**config.mk**
```make
export PLATFORM = sky130hd
export DESIGN_NAME = integer_to_ascii_digits_top
export DESIGN_NICKNAME = d
export VERILOG_FILES = /design/src/hw/rtl/itad_pkg.sv /design/src/hw/rtl/itad_conv.sv /design/src/hw/rtl/itad_emit.sv /design/src/hw/rtl/integer_to_ascii_digits_top.sv
export SDC_FILE = /design/constraint.sdc
export NUM_CORES = 1
export LEC_CHECK = 0
export BUFFER_PORTS_ARGS = -buffer_cell sky130_fd_sc_hd__clkbuf_2
export CORE_ASPECT_RATIO = 1.25
export CORE_MARGIN = 2
export CORE_UTILIZATION = 50
export CTS_BUF_LIST = sky130_fd_sc_hd__clkbuf_16
export DETAILED_ROUTE_END_ITERATION = 12
export PLACE_DENSITY = 0.76
export RECOVER_POWER = 100
export SLEW_MARGIN = 20
export SYNTH_ARGS = -nofsm -noshare
export SYNTH_HDL_FRONTEND = slang
export SYNTH_HIERARCHICAL = 1
export SYNTH_SLANG_ARGS = --single-unit
```
**constraint.sdc**
```tcl
create_clock -name clk -period 4.9 [get_ports clk]
set_input_delay 0.98 -clock clk [delete_from_list [all_inputs] [get_ports clk]]
set_output_delay 0.98 -clock clk [all_outputs]
set_load 0.02 [all_outputs]
```
**src/hw/rtl/itad_pkg.sv**
```systemverilog
// itad_pkg: shared types and constants for the integer to ascii digits block
// state encodings, the conversion handoff struct and the digit character map
// no dependencies
package itad_pkg;

  typedef enum logic [1:0] {
    CV_IDLE,
    CV_RUN,
    CV_DONE
  } conv_state_t;

  typedef enum logic [1:0] {
    EM_IDLE,
    EM_SKIP,
    EM_SIGN,
    EM_EMIT
  } emit_state_t;

  // conversion result handed from the converter to the emitter
  typedef struct packed {
    logic valid;
    logic neg;
  } hand_ctl_t;

  localparam logic [1:0] FUNC_SDEC = 2'd0;
  localparam int unsigned FUNC_HEX_BIT = 1;

  localparam logic [7:0] CHAR_ZERO  = 8'h30;
  localparam logic [7:0] CHAR_A     = 8'h61;
  localparam logic [7:0] CHAR_MINUS = 8'h2d;
  localparam logic [3:0] DIGIT_TEN  = 4'd10;

  function automatic logic [7:0] digit_char(input logic [3:0] d);
    logic [7:0] c;
    if (d < DIGIT_TEN) begin
      c = CHAR_ZERO + {4'b0000, d};
    end else begin
      c = CHAR_A + {4'b0000, d} - {4'b0000, DIGIT_TEN};
    end
    return c;
  endfunction

endpackage

```
**src/hw/rtl/itad_conv.sv**
```systemverilog
// itad_conv: bit-serial binary to bcd converter (shift and add three)
// hex mode loads the nibbles directly; signed mode negates negative values first
// depends on itad_pkg
module itad_conv #(
  parameter int VW   = 32,
  parameter int NDIG = 10
) (
  input  logic                   clk,
  input  logic                   rst_n,
  input  logic                   start_valid,
  output logic                   start_ready,
  input  logic [VW-1:0]          value,
  input  logic [1:0]             func,
  output logic [4*NDIG-1:0]      digits,
  output itad_pkg::hand_ctl_t    hand,
  input  logic                   take
);
  import itad_pkg::*;

  localparam int CW = $clog2(VW);

  conv_state_t        state_r, state_nxt;
  logic [VW-1:0]      bin_r, bin_nxt;
  logic [4*NDIG-1:0]  bcd_r, bcd_nxt;
  logic [4*NDIG-1:0]  adj;
  logic [CW-1:0]      cnt_r, cnt_nxt;
  logic               neg_r, neg_nxt;
  logic               neg_in;
  logic [VW-1:0]      mag;

  assign neg_in = (func == FUNC_SDEC) && value[VW-1];
  assign mag    = neg_in ? (VW'(0) - value) : value;

  // add three to every digit of five or more before the shift
  always_comb begin
    for (int i = 0; i < NDIG; i++) begin
      adj[4*i +: 4] = (bcd_r[4*i +: 4] >= 4'd5) ? (bcd_r[4*i +: 4] + 4'd3)
                                                : bcd_r[4*i +: 4];
    end
  end

  always_comb begin
    state_nxt = state_r;
    bin_nxt   = bin_r;
    bcd_nxt   = bcd_r;
    cnt_nxt   = cnt_r;
    neg_nxt   = neg_r;
    case (state_r)
      CV_IDLE: begin
        if (start_valid) begin
          neg_nxt = neg_in;
          bin_nxt = mag;
          cnt_nxt = CW'(VW - 1);
          if (func[FUNC_HEX_BIT]) begin
            bcd_nxt   = {{(4*NDIG-VW){1'b0}}, value};
            state_nxt = CV_DONE;
          end else begin
            bcd_nxt   = '0;
            state_nxt = CV_RUN;
          end
        end
      end
      CV_RUN: begin
        bcd_nxt = {adj[4*NDIG-2:0], bin_r[VW-1]};
        bin_nxt = {bin_r[VW-2:0], 1'b0};
        if (cnt_r == '0) begin
          state_nxt = CV_DONE;
        end else begin
          cnt_nxt = cnt_r - CW'(1);
        end
      end
      CV_DONE: begin
        if (take) begin
          state_nxt = CV_IDLE;
        end
      end
      default: begin
        state_nxt = CV_IDLE;
      end
    endcase
  end

  always_ff @(posedge clk) begin
    if (!rst_n) begin
      state_r <= CV_IDLE;
    end else begin
      state_r <= state_nxt;
    end
  end

  always_ff @(posedge clk) begin
    bin_r <= bin_nxt;
    bcd_r <= bcd_nxt;
    cnt_r <= cnt_nxt;
    neg_r <= neg_nxt;
  end

  assign start_ready = (state_r == CV_IDLE);
  assign digits      = bcd_r;
  assign hand.valid  = (state_r == CV_DONE);
  assign hand.neg    = neg_r;

endmodule

```
**src/hw/rtl/itad_emit.sv**
```systemverilog
// itad_emit: digit shift register that drops leading zeros and sends characters
// one beat per cycle while out_ready holds, through a registered output stage
// depends on itad_pkg
module itad_emit #(
  parameter int NDIG = 10
) (
  input  logic                   clk,
  input  logic                   rst_n,
  input  logic [4*NDIG-1:0]      digits,
  input  itad_pkg::hand_ctl_t    hand,
  output logic                   take,
  output logic                   out_valid,
  input  logic                   out_ready,
  output logic [7:0]             out_char,
  output logic                   out_last
);
  import itad_pkg::*;

  localparam int LW = $clog2(NDIG + 1);

  emit_state_t        state_r, state_nxt;
  logic [4*NDIG-1:0]  dig_r, dig_nxt;
  logic [LW-1:0]      left_r, left_nxt;
  logic               neg_r, neg_nxt;
  logic               ov_r, ov_nxt;
  logic [7:0]         oc_r, oc_nxt;
  logic               ol_r, ol_nxt;
  logic               slot;
  logic [3:0]         top;

  assign slot = !ov_r || out_ready;
  assign top  = dig_r[4*NDIG-1 -: 4];

  always_comb begin
    state_nxt = state_r;
    dig_nxt   = dig_r;
    left_nxt  = left_r;
    neg_nxt   = neg_r;
    ov_nxt    = ov_r && !out_ready;
    oc_nxt    = oc_r;
    ol_nxt    = ol_r;
    case (state_r)
      EM_IDLE: begin
        if (hand.valid) begin
          dig_nxt   = digits;
          left_nxt  = LW'(NDIG);
          neg_nxt   = hand.neg;
          state_nxt = EM_SKIP;
        end
      end
      EM_SKIP: begin
        // zero keeps its last digit
        if (top == 4'd0 && left_r != LW'(1)) begin
          dig_nxt  = dig_r << 4;
          left_nxt = left_r - LW'(1);
        end else begin
          state_nxt = neg_r ? EM_SIGN : EM_EMIT;
        end
      end
      EM_SIGN: begin
        if (slot) begin
          ov_nxt    = 1'b1;
          oc_nxt    = CHAR_MINUS;
          ol_nxt    = 1'b0;
          state_nxt = EM_EMIT;
        end
      end
      EM_EMIT: begin
        if (slot) begin
          ov_nxt   = 1'b1;
          oc_nxt   = digit_char(top);
          ol_nxt   = (left_r == LW'(1));
          dig_nxt  = dig_r << 4;
          left_nxt = left_r - LW'(1);
          if (left_r == LW'(1)) begin
            state_nxt = EM_IDLE;
          end
        end
      end
      default: begin
        state_nxt = EM_IDLE;
      end
    endcase
  end

  always_ff @(posedge clk) begin
    if (!rst_n) begin
      state_r <= EM_IDLE;
      ov_r    <= 1'b0;
    end else begin
      state_r <= state_nxt;
      ov_r    <= ov_nxt;
    end
  end

  always_ff @(posedge clk) begin
    dig_r  <= dig_nxt;
    left_r <= left_nxt;
    neg_r  <= neg_nxt;
    oc_r   <= oc_nxt;
    ol_r   <= ol_nxt;
  end

  assign take      = (state_r == EM_IDLE) && hand.valid;
  assign out_valid = ov_r;
  assign out_char  = oc_r;
  assign out_last  = ol_r;

endmodule

```
**src/hw/rtl/integer_to_ascii_digits_top.sv**
```systemverilog
// integer_to_ascii_digits_top: number to ascii text, signed/unsigned decimal or hex
// decimal: the bcd converter runs, then the emitter skips k leading zeros (0..NDIG-1) before
// the first beat; hex loads the nibbles directly; characters then leave at one beat per cycle
// while out_tready holds; a new item is taken once the converter hands its result on,
// so conversion overlaps emission; the converter (decimal) or emitter (hex) sets the item rate
// reset: synchronous active-low rst_n clears both state machines and the output valid
module integer_to_ascii_digits_top #(
  parameter int VALUE_WIDTH = 32
) (
  input  logic                                  clk,
  input  logic                                  rst_n,
  input  logic                                  in_tvalid,
  output logic                                  in_tready,
  input  logic [((VALUE_WIDTH+7)/8)*8-1:0]      in_tdata,   // value
  input  logic [1:0]                            in_tuser,   // func
  output logic                                  out_tvalid,
  input  logic                                  out_tready,
  output logic [7:0]                            out_tdata,  // ascii_char
  output logic                                  out_tlast
);
  import itad_pkg::*;

  localparam int NDIG = (VALUE_WIDTH * 30103) / 100000 + 1;

  logic [4*NDIG-1:0] digits;
  hand_ctl_t         hand;
  logic              take;

  itad_conv #(
    .VW   (VALUE_WIDTH),
    .NDIG (NDIG)
  ) u_conv (
    .clk         (clk),
    .rst_n       (rst_n),
    .start_valid (in_tvalid),
    .start_ready (in_tready),
    .value       (in_tdata[VALUE_WIDTH-1:0]),
    .func        (in_tuser),
    .digits      (digits),
    .hand        (hand),
    .take        (take)
  );

  itad_emit #(
    .NDIG (NDIG)
  ) u_emit (
    .clk       (clk),
    .rst_n     (rst_n),
    .digits    (digits),
    .hand      (hand),
    .take      (take),
    .out_valid (out_tvalid),
    .out_ready (out_tready),
    .out_char  (out_tdata),
    .out_last  (out_tlast)
  );

`ifndef NO_ASSERTIONS
  a_accept_busy: assert property (@(posedge clk) disable iff (!rst_n)
    in_tvalid && in_tready |=> !in_tready)
    else $error("converter took a beat while not idle");

  a_handoff_once: assert property (@(posedge clk) disable iff (!rst_n)
    take |=> !hand.valid)
    else $error("conversion result offered twice");

  a_minus_not_last: assert property (@(posedge clk) disable iff (!rst_n)
    out_tvalid && (out_tdata == CHAR_MINUS) |-> !out_tlast)
    else $error("minus sign marked as last character");
`endif

endmodule
```
==> results of run 1 <==
[cells in the final DEF (no fill, tap or decap), types with 2 or more instances in the layout]
| cell | instances |
|---|---|
| and2_0 | 3 |
| clkinv_1 | 5 |
| a31oi_1 | 4 |
| o21a_1 | 2 |
| nor4_1 | 3 |
| a21oi_1 | 48 |
| and3_1 | 3 |
| o41ai_1 | 8 |
| a211oi_1 | 2 |
| nor2b_1 | 5 |
| clkbuf_2 | 34 |
| bufinv_16 | 2 |
| nor3b_1 | 10 |
| mux2_1 | 4 |
| clkinv_2 | 3 |
| inv_1 | 39 |
| and2_1 | 4 |
| dfxtp_1 | 5 |
| xor2_1 | 30 |
| nand4_1 | 4 |
| nor3_1 | 8 |
| nand2_1 | 47 |
| nor2_1 | 44 |
| clkbuf_16 | 17 |
| ha_1 | 32 |
| o31ai_1 | 14 |
| edfxtp_1 | 131 |
| xnor2_1 | 23 |
| clkbuf_1 | 17 |
| conb_1 | 2 |
| mux2_2 | 32 |
| nand2b_1 | 13 |
| buf_4 | 4 |
| nand3_1 | 34 |
| o21ai_0 | 65 |
[area by class of cell]
type,instances,area share
inverters,37,0.0167
clock buffers,17,0.0513
flip-flops and latches,136,0.486
multi-input cells,462,0.373
well taps,178,0.0268
repair buffers,55,0.0318
clock inverters,14,0.0142
[cells by family (layout without fill, tap and decap cells)]
group	Yosys count	count (layout)	synth area share
adders and majority gates	32	32	0.0536
buffers and inverters	69	123	0.0462
AOI/OAI and AO/OA	151	151	0.116
DFF	136	136	0.540
other	2	2	0.00101
xor gates and xnor gates	53	53	0.0621
muxes	37	37	0.0556
and+or+nand+nor	187	187	0.126
[sequential cells by signal, summed over array words and instances (netlist names), 2 cells and up]
name / cells
u_emit/out_char: 7
u_conv/state_r: 2
u_emit/dig_r: 40
u_conv/cnt_r: 5
u_conv/bin_r: 32
u_emit/left_r: 4
u_emit/state_r: 2
u_conv/digits: 40
[stage by stage]
step | setup WS [ns] | hold WS (ns) | power, W | cell area, µm² | std cells
6_report | 1.32 | 0.496 | 0.00411 | 8300 | 899
5_1_grt | 1.02 | 0.497 | 0.00432 | 8300 | 899
4_1_cts | 1.93 | 0.499 | 0.00413 | 8340 | 897
3_5_place_dp | 1.48 | 0.485 | 0.00293 | 7790 | 866
3_3_place_gp | 1.67 | 0.462 | 0.00286 | 7790 | 866
2_1_floorplan | 0.0164 | 0.484 | 0.00269 | 7470 | 667
[how the worst max path moves through the flow]
stage	cells past startpoint	slack (ns)	end	from
after CTS	6	1.93	u_conv/bin_r[22]	in_tdata[10]
after floorplan	2	0.02	u_emit/dig_r[0]	out_tready
after global routing	6	1.02	u_emit/dig_r[26]	u_emit/left_r[0]
after detailed placement	6	1.48	u_conv/bin_r[22]	in_tdata[10]
after global placement	6	1.67	u_conv/bin_r[25]	in_tdata[10]
final	5	1.32	u_conv/digits[25]	in_tvalid
[power groups by stage]
stage / sequential (W) / combinational (W) / clock [W]
after global routing: 0.00196 / 0.00111 / 0.00125
after global placement: 0.00191 / 0.000958 / 0
final: 0.00192 / 0.00101 / 0.00118
after CTS: 0.00191 / 0.00102 / 0.00120
after detailed placement: 0.00193 / 0.00101 / 0
after floorplan: 0.00189 / 0.000800 / 0
[routing by layer]
| metal | wire length (µm) | share of wire | vias up | global-route usage |
|---|---|---|---|---|
| met3 | 913 | 0.056 | 27 | 0.0439 |
| met4 | 261 | 0.016 | 0 | 0.0789 |
| met5 | 0 | 0 | - | 0 |
| li1 | - | - | 2495 | - |
| met1 | 6670 | 0.41 | 2599 | 0.258 |
| met2 | 8430 | 0.52 | 192 | 0.363 |
[worst max-delay path: stages]
cell and delay [ns]:
clkbuf_1 0.12, nor2_1 0.06, nor2_1 0.79, clkbuf_1 1.25, buf_4 0.46
==> summary.md, run 1 <==
| Metric | Value |
|---|---|
| Total CTS buffers | 17 |
| Final HPWL DP | 10900 µm |
| Synth area leaders | edfxtp_1 (53%), ha_1 (5.4%), mux2_2 (4.8%) |
| Max-cap violations | 4 |
| Initial core utilization | 0.514 |
| Clock power frac | 0.287 |
| PwrDens | 495 nW/µm² |
| Syn-to-layout area delta | 11.1% |
| Req. time, crit path | 5.00 ns |
| Largest net degree at the start of global routing | 59 |
| First-pass GRT wire length | 26100 µm |
| Row Count | 49 |
| Switching portion of total power | 0.300 |
| Tmin final | 3.58 ns |
| Peak Freq | 0.279 GHz |
| Vias per cell | 5.91 |
| Antenna-violating nets left | 0 |
| Core region area | 14500 µm² |
| VDD IR-drop max | 0.252 mV |
| Sequential Area | 4030 µm² |
| Depth of the CTS H-tree | 4 |
| Max FO, Critical Path | 26 |
| GP Congestion | 0.841 |
| Slew Viols, Final | 139 |
| Period Utilization, post-route | 0.731 |
| Kind of critical path | in2reg |
| Fin Setup TNS | 0 ns |
| CTS tree | built |
| GRT Overall Usage | 0.210 |
| Final Setup Violations | 0 |
| Vias | 5313 |
| FILL cells | 1179 |
| Hold Crit Class | reg2reg |
| Leakage | 3.01 nW |
| Syn_area_per_cell | 11.2 µm² |
| Post-layout util | 0.571 |
| Final hold vios | 0 |
| Share of layout cells above drive strength 1 | 0.143 |
| Post-synth EDFFs | 131 |
| Synth cell count leaders | edfxtp_1 (131), o21ai_0 (62), a21oi_1 (48), nand2_1 (47), nor2_1 (43) |
| Hold EP | u_emit/neg_r |
| Post-synthesis cell type count | 51 |
| Seq/Total Area, Yosys | 0.540 |
| Vias in the first global route | 5388 |
| Status | complete, but fails checks |
| Combinational fraction of design power | 0.245 |
| Longest Clk Path Bufs | 2 |
| Top_reg_cell synth | edfxtp_1 |
| Worst slew pin tran | 2.45 ns |
| Syn Nets | 737 |
| Mapped cell area | 7470 µm² |
| Multi-input logic area | 3090 µm² |
| Final wirelength | 16300 µm |
| Clock root buffer | clkbuf_16 |
| Failing checks | capacitance limit, slew limit |
| Clock Skews | 0.00782 ns |
| Seq pwr share | 0.467 |
| Synth Warn # | 6 |
| Critical Path Start Type | input port |
| Slew margin rel. | -0.635 |
| CTS resizes | 0 |
| RSZ-0062 raised after global routing | no |
| WP data arrival | 3.68 ns |
| Routed len/inst | 18.1 µm |
| Yosys top cell area share | 0.527 |
| DRC viols | 0 |
| Most frequent cell after synthesis | edfxtp_1 |
| R2r setup slk | 1.32 ns |
| Async S/R FF share, synth | 0 |
| Reg clk slew, reported paths | 0.06 ns |
| R2R Path End | u_emit/dig_r[34] |
| Clk_lat worst skew | 0.42 ns |
| Internal cell power | 0.00287 W |
| Die Ht | 141 µm |
| Post-synth top area cell | edfxtp_1 |
| Initial drt markers | 416 |
| Worst r2r src | u_emit/left_r[0] |
| Element type at the critical path end | register |
| Congestion Overflow GR | 0 |
| Post-CTS Setup Repair Bufs | 0 |
| Instance count of the mapped netlist | 667 |
| Yosys reg bits | 136 |
| Register-to-Register Path Depth | 6 |
| Net Sw Power | 0.00123 W |
| N_diodes | 0 |
| Die W | 113 µm |
| Drt pass-1 iters | 5 |
| # port buffers | 47 |
| Boundary pin count | 49 |
| Min-delay src | u_conv/neg_r |
| Hold buffer count at CTS | 0 |
| Nets | 779 |
| Initial antenna violation count | 0 |
| WHS Path Cells | 0 |
| Die Area | 15900 µm² |
| CTS sink count | 136 |
Power figures use the tool's default switching activity.
==> inputs of run 2 (changes only) <==
Settings changed: PLACE_DENSITY 0.76 to 0.74.
Clock period 4.9 ns to 3.4 ns, I/O delays scaled along.
==> run 2 against run 1 <==
The run still ends with capacitance limit, slew limit left. Register-to-register slack worse by 0.61 ns. Die area unchanged. First-iteration DRC count up 2.2%. Sequential power up 43%.
==> summary.md, run 2 (synthesis results as in run 1) <==
| Metric | Value |
|---|---|
| Non-Filler Cell Area, Final | 8450 µm² (was 8300 µm²) |
| Fin Setup TNS | 0 ns (unchanged) |
| First-pass GRT wire length | 25900 µm (was 26100 µm) |
| Max-cap violations | 1 (was 4) |
| Drt pass-1 iters | 5 (unchanged) |
| Tmin final | 2.69 ns |
| Routed len/inst | 17.4 µm (was 18.1 µm) |
| Antenna-violating nets left | 0 (unchanged) |
| Min-delay src | u_conv/neg_r (unchanged) |
| Failing checks | capacitance limit, slew limit (unchanged) |
| GP Congestion | 0.835 (was 0.841) |
| Max FO, Critical Path | 44 (was 26) |
| WHS Path Cells | 0 (unchanged) |
| VDD IR-drop max | 0.334 mV (was 0.252 mV) |
| Die Area | 15900 µm² (unchanged) |
| Boundary pin count | 49 (unchanged) |
| Initial antenna violation count | 0 (unchanged) |
| CTS sink count | 136 (unchanged) |
| Clock Skews | 0.00664 ns (was 0.00782 ns) |
| CTS tree | built (unchanged) |
| Final HPWL DP | 10300 µm (was 10900 µm) |
| R2r setup slk | 0.71 ns (was 1.32 ns) |
| Hold Crit Class | reg2reg (unchanged) |
| Core region area | 14500 µm² (unchanged) |
| Kind of critical path | reg2reg (was in2reg) |
| Leakage | 3.08 nW (was 3.01 nW) |
| Period Utilization, post-route | 0.791 |
| Longest Clk Path Bufs | 2 (unchanged) |
| Die Ht | 141 µm (unchanged) |
| RSZ-0062 raised after global routing | no (unchanged) |
| Initial drt markers | 425 (was 416) |
| Initial core utilization | 0.514 (unchanged) |
| Final Setup Violations | 0 (unchanged) |
| Congestion Overflow GR | 0 (unchanged) |
| Slew margin rel. | -0.315 (was -0.635) |
| Element type at the critical path end | register (unchanged) |
| Total CTS buffers | 17 (unchanged) |
| Clk_lat worst skew | 0.42 ns (about the same) |
| CTS resizes | 0 (unchanged) |
| Status | complete, but fails checks (unchanged) |
| Area after DPL | 7860 µm² (was 7790 µm²) |
| Final wirelength | 15700 µm (was 16300 µm) |
| Leading cell types in the layout, fill and taps excluded | edfxtp_1 (131), o21ai_0 (63), a21oi_1 (48), nand2_1 (47), nor2_1 (42) (was edfxtp_1 (131), o21ai_0 (65), a21oi_1 (48), nand2_1 (47), nor2_1 (44)) |
| DRC viols | 0 (unchanged) |
| WP data arrival | 2.72 ns (was 3.68 ns) |
| Nets | 783 (was 779) |
| Reg clk slew, reported paths | 0.06 ns (about the same) |
| Vias per cell | 5.89 (was 5.91) |
| Row Count | 49 (unchanged) |
| Worst r2r src | u_emit/left_r[0] (unchanged) |
| Req. time, crit path | 3.43 ns (was 5.00 ns) |
| Final hold vios | 0 (unchanged) |
| Vias in the first global route | 5432 (was 5388) |
| Syn-to-layout area delta | 13.1% (was 11.1%) |
| Slew Viols, Final | 73 (was 139) |
| Depth of the CTS H-tree | 4 (unchanged) |
| N_diodes | 0 (unchanged) |
| Share of layout cells above drive strength 1 | 0.150 (was 0.143) |
| Post-CTS Setup Repair Bufs | 0 (unchanged) |
| # port buffers | 47 (unchanged) |
| Commonest non-fill, non-tap cell in the layout | edfxtp_1 (unchanged) |
| Peak Freq | 0.372 GHz |
| GRT Overall Usage | 0.208 (was 0.210) |
| Critical Path Start Type | register (was input port) |
| PwrDens | 741 nW/µm² (was 495 nW/µm²) |
| Hold EP | u_emit/neg_r (unchanged) |
| R2R Path End | u_emit/dig_r[26] (was u_emit/dig_r[34]) |
| Largest net degree at the start of global routing | 73 (was 59) |
| Worst slew pin tran | 1.97 ns (was 2.45 ns) |
| FILL cells | 1195 (was 1179) |
| Die W | 113 µm (unchanged) |
| Hold buffer count at CTS | 0 (unchanged) |
| Clock root buffer | clkbuf_16 (unchanged) |
| Worst setup startpoint | u_emit/left_r[0] (was in_tvalid) |
| Register-to-Register Path Depth | 6 (unchanged) |
| Vias | 5323 (was 5313) |
-- run 2: changes by cell type in the layout (fill, tap and decap cells not counted), sizes merged --
cell | before | now
clkbuf | 68 | 71
clkinv | 9 | 7
bufinv | 2 | 6
buf | 4 | 5
inv | 39 | 38
-- run 2: worst max-delay path by stage --
| stage | endpoint | slack [ns] | depth (start not counted) |
|---|---|---|---|
| 2_1_floorplan | u_emit/dig_r[0] | 0.06 | 5 |
| 6_report | u_emit/dig_r[26] | 0.71 | 6 |
| 5_1_grt | u_emit/dig_r[26] | 0.47 | 6 |
| 4_1_cts | u_emit/dig_r[26] | 1.07 | 6 |
| 3_5_place_dp | u_conv/bin_r[25] | 0.64 | 6 |
| 3_3_place_gp | u_conv/bin_r[29] | 0.69 | 6 |
-- run 2: critical path, cell delays in order (launching register included) --
cell      delay, ns
edfxtp_1       0.44
ha_1           0.22
nor3b_1        0.16
nor4b_1        0.25
a21oi_1        0.15
a211oi_4       0.16
clkbuf_2       0.90
-- run 2: area by class of cell --
type,count,area (µm²),area share
Sequential cell,136,4030,0.478
Clock inverter,15,233,0.0276
Multi-Input combinational cell,462,3110,0.368
Clock buffer,17,425,0.0504
Timing Repair Buffer,59,285,0.0338
Tap cell,178,223,0.0264
Inverter,37,139,0.0164
-- run 2: metal layers --
layer | part of all wire | global-route usage | vias to the layer above
li1 | - | - | 2501
met1 | 0.42 | 0.248 | 2627
met2 | 0.51 | 0.360 | 157
met3 | 0.047 | 0.0499 | 38
met4 | 0.025 | 0.0886 | 0
met5 | 0 | 0 | -
-- run 2: stage by stage --
stage	setup WS (ns)	util	cells	power (W)	hold slack, ns
global route	0.474	0.581	904	0.00658	0.472
global placement	0.691	0.541	872	0.00417	0.431
finish	0.711	0.581	904	0.00626	0.452
CTS	1.07	0.586	904	0.00632	0.449
detailed placement	0.642	0.541	872	0.00425	0.433
floorplan	0.0576	-	667	0.00386	0.484
-- run 2: power breakdown --
part           total (W)  switching [W]  internal, W
clock network    0.00205       0.000686      0.00136
registers        0.00275       0.000238      0.00251
logic            0.00146       0.000893     0.000567
==> inputs of run 3 (changes only) <==
Settings changed: PLACE_DENSITY 0.74 to 0.76.
Clock period 3.4 ns to 2.32 ns, I/O delays scaled along.
==> run 3 against run 2 <==
The flow now finishes without violations. Global-route usage fell by 0.29 points. Core utilization rose by 0.17 points. Largest power group unchanged. First-iteration DRC count fell by 3.1%. Die area did not move. Clock power rose by 22%.
==> summary.md, run 3 (synthesis results as in run 1) <==
| Metric | Value |
|---|---|
| Kind of critical path | reg2reg (unchanged) |
| Slew Viols, Final | 0 (was 73) |
| Final HPWL DP | 10500 µm (was 10300 µm) |
| Combinational fraction of design power | 0.253 (was 0.233) |
| Total chip power | 0.00871 W (was 0.00626 W) |
| # port buffers | 47 (unchanged) |
| Max-cap violations | 0 (was 1) |
| Boundary pin count | 49 (unchanged) |
| Clock root buffer | clkbuf_16 (unchanged) |
| Leakage | 3.11 nW (was 3.08 nW) |
| Final wirelength | 15600 µm (was 15700 µm) |
| Die W | 113 µm (unchanged) |
| DRC viols | 0 (unchanged) |
| Initial drt markers | 412 (was 425) |
| Slew margin rel. | 0.288 (was -0.315) |
| Routed len/inst | 17.0 µm (was 17.4 µm) |
| Initial antenna violation count | 0 (unchanged) |
| Final hold vios | 0 (unchanged) |
| N_diodes | 0 (unchanged) |
| First-pass GRT wire length | 25700 µm (was 25900 µm) |
| Reg clk slew, reported paths | 0.06 ns (about the same) |
| Commonest non-fill, non-tap cell in the layout | edfxtp_1 (unchanged) |
| Total CTS buffers | 17 (unchanged) |
| Drt pass-1 iters | 5 (unchanged) |
| Core region area | 14500 µm² (unchanged) |
| Non-Filler Cell Area, Final | 8470 µm² (was 8450 µm²) |
| GRT Overall Usage | 0.205 (was 0.208) |
| VDD IR-drop max | 0.511 mV (was 0.334 mV) |
| Fin Setup TNS | 0 ns (unchanged) |
| Internal cell power | 0.00608 W (was 0.00444 W) |
| Largest net degree at the start of global routing | 73 (unchanged) |
| PwrDens | 1030 nW/µm² (was 741 nW/µm²) |
| Status | complete, no violations (was complete, but fails checks) |
| Net Sw Power | 0.00262 W (was 0.00182 W) |
| Worst slew pin tran | 1.07 ns (was 1.97 ns) |
| GP Congestion | 0.857 (was 0.835) |
| Depth of the CTS H-tree | 4 (unchanged) |
| CP cell instances | inv_1 > ha_1 > nor2_4 > clkbuf_4 > mux2_1 (was ha_1 > nor3b_1 > nor4b_1 > a21oi_1 > a211oi_4 > clkbuf_2) |
| Final Setup Violations | 0 (unchanged) |
| Vias in the first global route | 5300 (was 5432) |
| Hold Crit Class | in2reg (was reg2reg) |
| Slowest-stage cell, CP | clkbuf_4 (was clkbuf_2) |
| Longest Clk Path Bufs | 2 (unchanged) |
| Row Count | 49 (unchanged) |
| Syn-to-layout area delta | 13.4% (was 13.1%) |
| Vias | 5238 (was 5323) |
| Congestion Overflow GR | 0 (unchanged) |
| Element type at the critical path end | register (unchanged) |
| Initial core utilization | 0.514 (unchanged) |
| Seq pwr share | 0.459 (was 0.439) |
| Non-filler cells in the finished layout | 919 (was 904) |
| Worst setup startpoint | u_emit/state_r[1] (was u_emit/left_r[0]) |
| Clock power frac | 0.288 (was 0.327) |
| WP data arrival | 2.32 ns (was 2.72 ns) |
| Leading cell types in the layout, fill and taps excluded | edfxtp_1 (131), o21ai_0 (65), a21oi_1 (48), nand2_1 (47), nor2_1 (42) (was edfxtp_1 (131), o21ai_0 (63), a21oi_1 (48), nand2_1 (47), nor2_1 (42)) |
| Critical Path Start Type | register (unchanged) |
| Clock Skews | 0.00702 ns (was 0.00664 ns) |
| CTS resizes | 0 (unchanged) |
| CTS tree | built (unchanged) |
| Vias per cell | 5.70 (was 5.89) |
| Period Utilization, post-route | 0.939 (was 0.791) |
| Hold buffer count at CTS | 0 (unchanged) |
| Peak Freq | 0.459 GHz (was 0.372 GHz) |
| FILL cells | 1193 (was 1195) |
| Antenna-violating nets left | 0 (unchanged) |
| Nets | 798 (was 783) |
| CTS sink count | 136 (unchanged) |
| Sequential Area | 4030 µm² (unchanged) |
| Worst r2r src | u_emit/state_r[1] (was u_emit/left_r[0]) |
| Post-layout util | 0.583 (was 0.581) |
| Post-CTS Setup Repair Bufs | 0 (unchanged) |
| Share of layout cells above drive strength 1 | 0.166 (was 0.150) |
| Multi-input logic area | 3110 µm² (unchanged) |
| Die Ht | 141 µm (unchanged) |
| Clk_lat worst skew | 0.42 ns (about the same) |
| RSZ-0062 raised after global routing | no (unchanged) |
| Min-delay src | rst_n (was u_conv/neg_r) |
| Switching portion of total power | 0.301 (was 0.290) |
| Die Area | 15900 µm² (unchanged) |
| Max FO, Critical Path | 42 (was 44) |
| Tmin final | 2.18 ns (was 2.69 ns) |
| Dpl cells | 887 (was 872) |
| Area after DPL | 8000 µm² (was 7860 µm²) |
| Req. time, crit path | 2.46 ns (was 3.43 ns) |
| Largest stage delay on the critical path | 0.51 ns (was 0.90 ns) |
run 3: changes by cell type in the layout (fill, tap and decap cells not counted), moves of 2 or more:
| cell | delta |
|---|---|
| clkinv_1 | +6 |
| o21ai_0 | +2 |
| buf_4 | +14 |
| clkinv_2 | -2 |
| clkbuf_1 | -5 |
| clkbuf_2 | +2 |
| clkbuf_4 | +3 |
| bufinv_16 | -4 |
| clkinv_4 | -2 |
| o21ai_1 | -2 |
run 3: through the flow:
step	hold slack, ns	setup WS, ns
detailed placement	0.410	-0.147
global placement	0.408	-0.116
CTS	0.331	0.241
finish	0.338	0.142
floorplan	0.484	-0.366
global route	0.345	0.0356
run 3: power groups by stage:
stage,clock [W],combinational [W],sequential (W)
after floorplan,0,0.00172,0.00394
after global placement,0,0.00216,0.00400
after detailed placement,0,0.00226,0.00404
after CTS,0.00255,0.00230,0.00400
after global routing,0.00263,0.00244,0.00408
final,0.00251,0.00220,0.00400
run 3: final cells by class:
class,count,share of cell area
Inverter,37,0.0164
Timing Repair Buffer,74,0.0501
Tap cell,178,0.0263
Clock inverter,15,0.0140
Clock buffer,17,0.0502
Multi-Input combinational cell,462,0.367
Sequential cell,136,0.476
run 3: final timing paths:
| path | cells after the start | slack (ns) | endpoint |
|---|---|---|---|
| setup / recovery | 5 | 0.14 | u_emit/dig_r[11] |
| hold / removal | 2 | 0.34 | u_emit/out_valid |
| setup reg to reg | 5 | 0.14 | u_emit/dig_r[11] |
| hold reg to reg | 0 | 0.42 | u_emit/neg_r |
run 3: worst max-delay path: cells and delay by family (launching register included):
kind | cells | cell delay (ns)
mux | 1 | 0.45
fa+ha+maj | 1 | 0.30
buf+inv | 2 | 0.62
simple gates | 1 | 0.11
flops | 1 | 0.41
run 3: metal layers:
| metal | track usage | up-vias | share of wire |
|---|---|---|---|
| met1 | 0.250 | 2498 | 0.42 |
| met4 | 0.0866 | 0 | 0.022 |
| met3 | 0.0378 | 28 | 0.053 |
| met5 | 0 | - | 0 |
| met2 | 0.357 | 179 | 0.51 |
| li1 | - | 2533 | - |
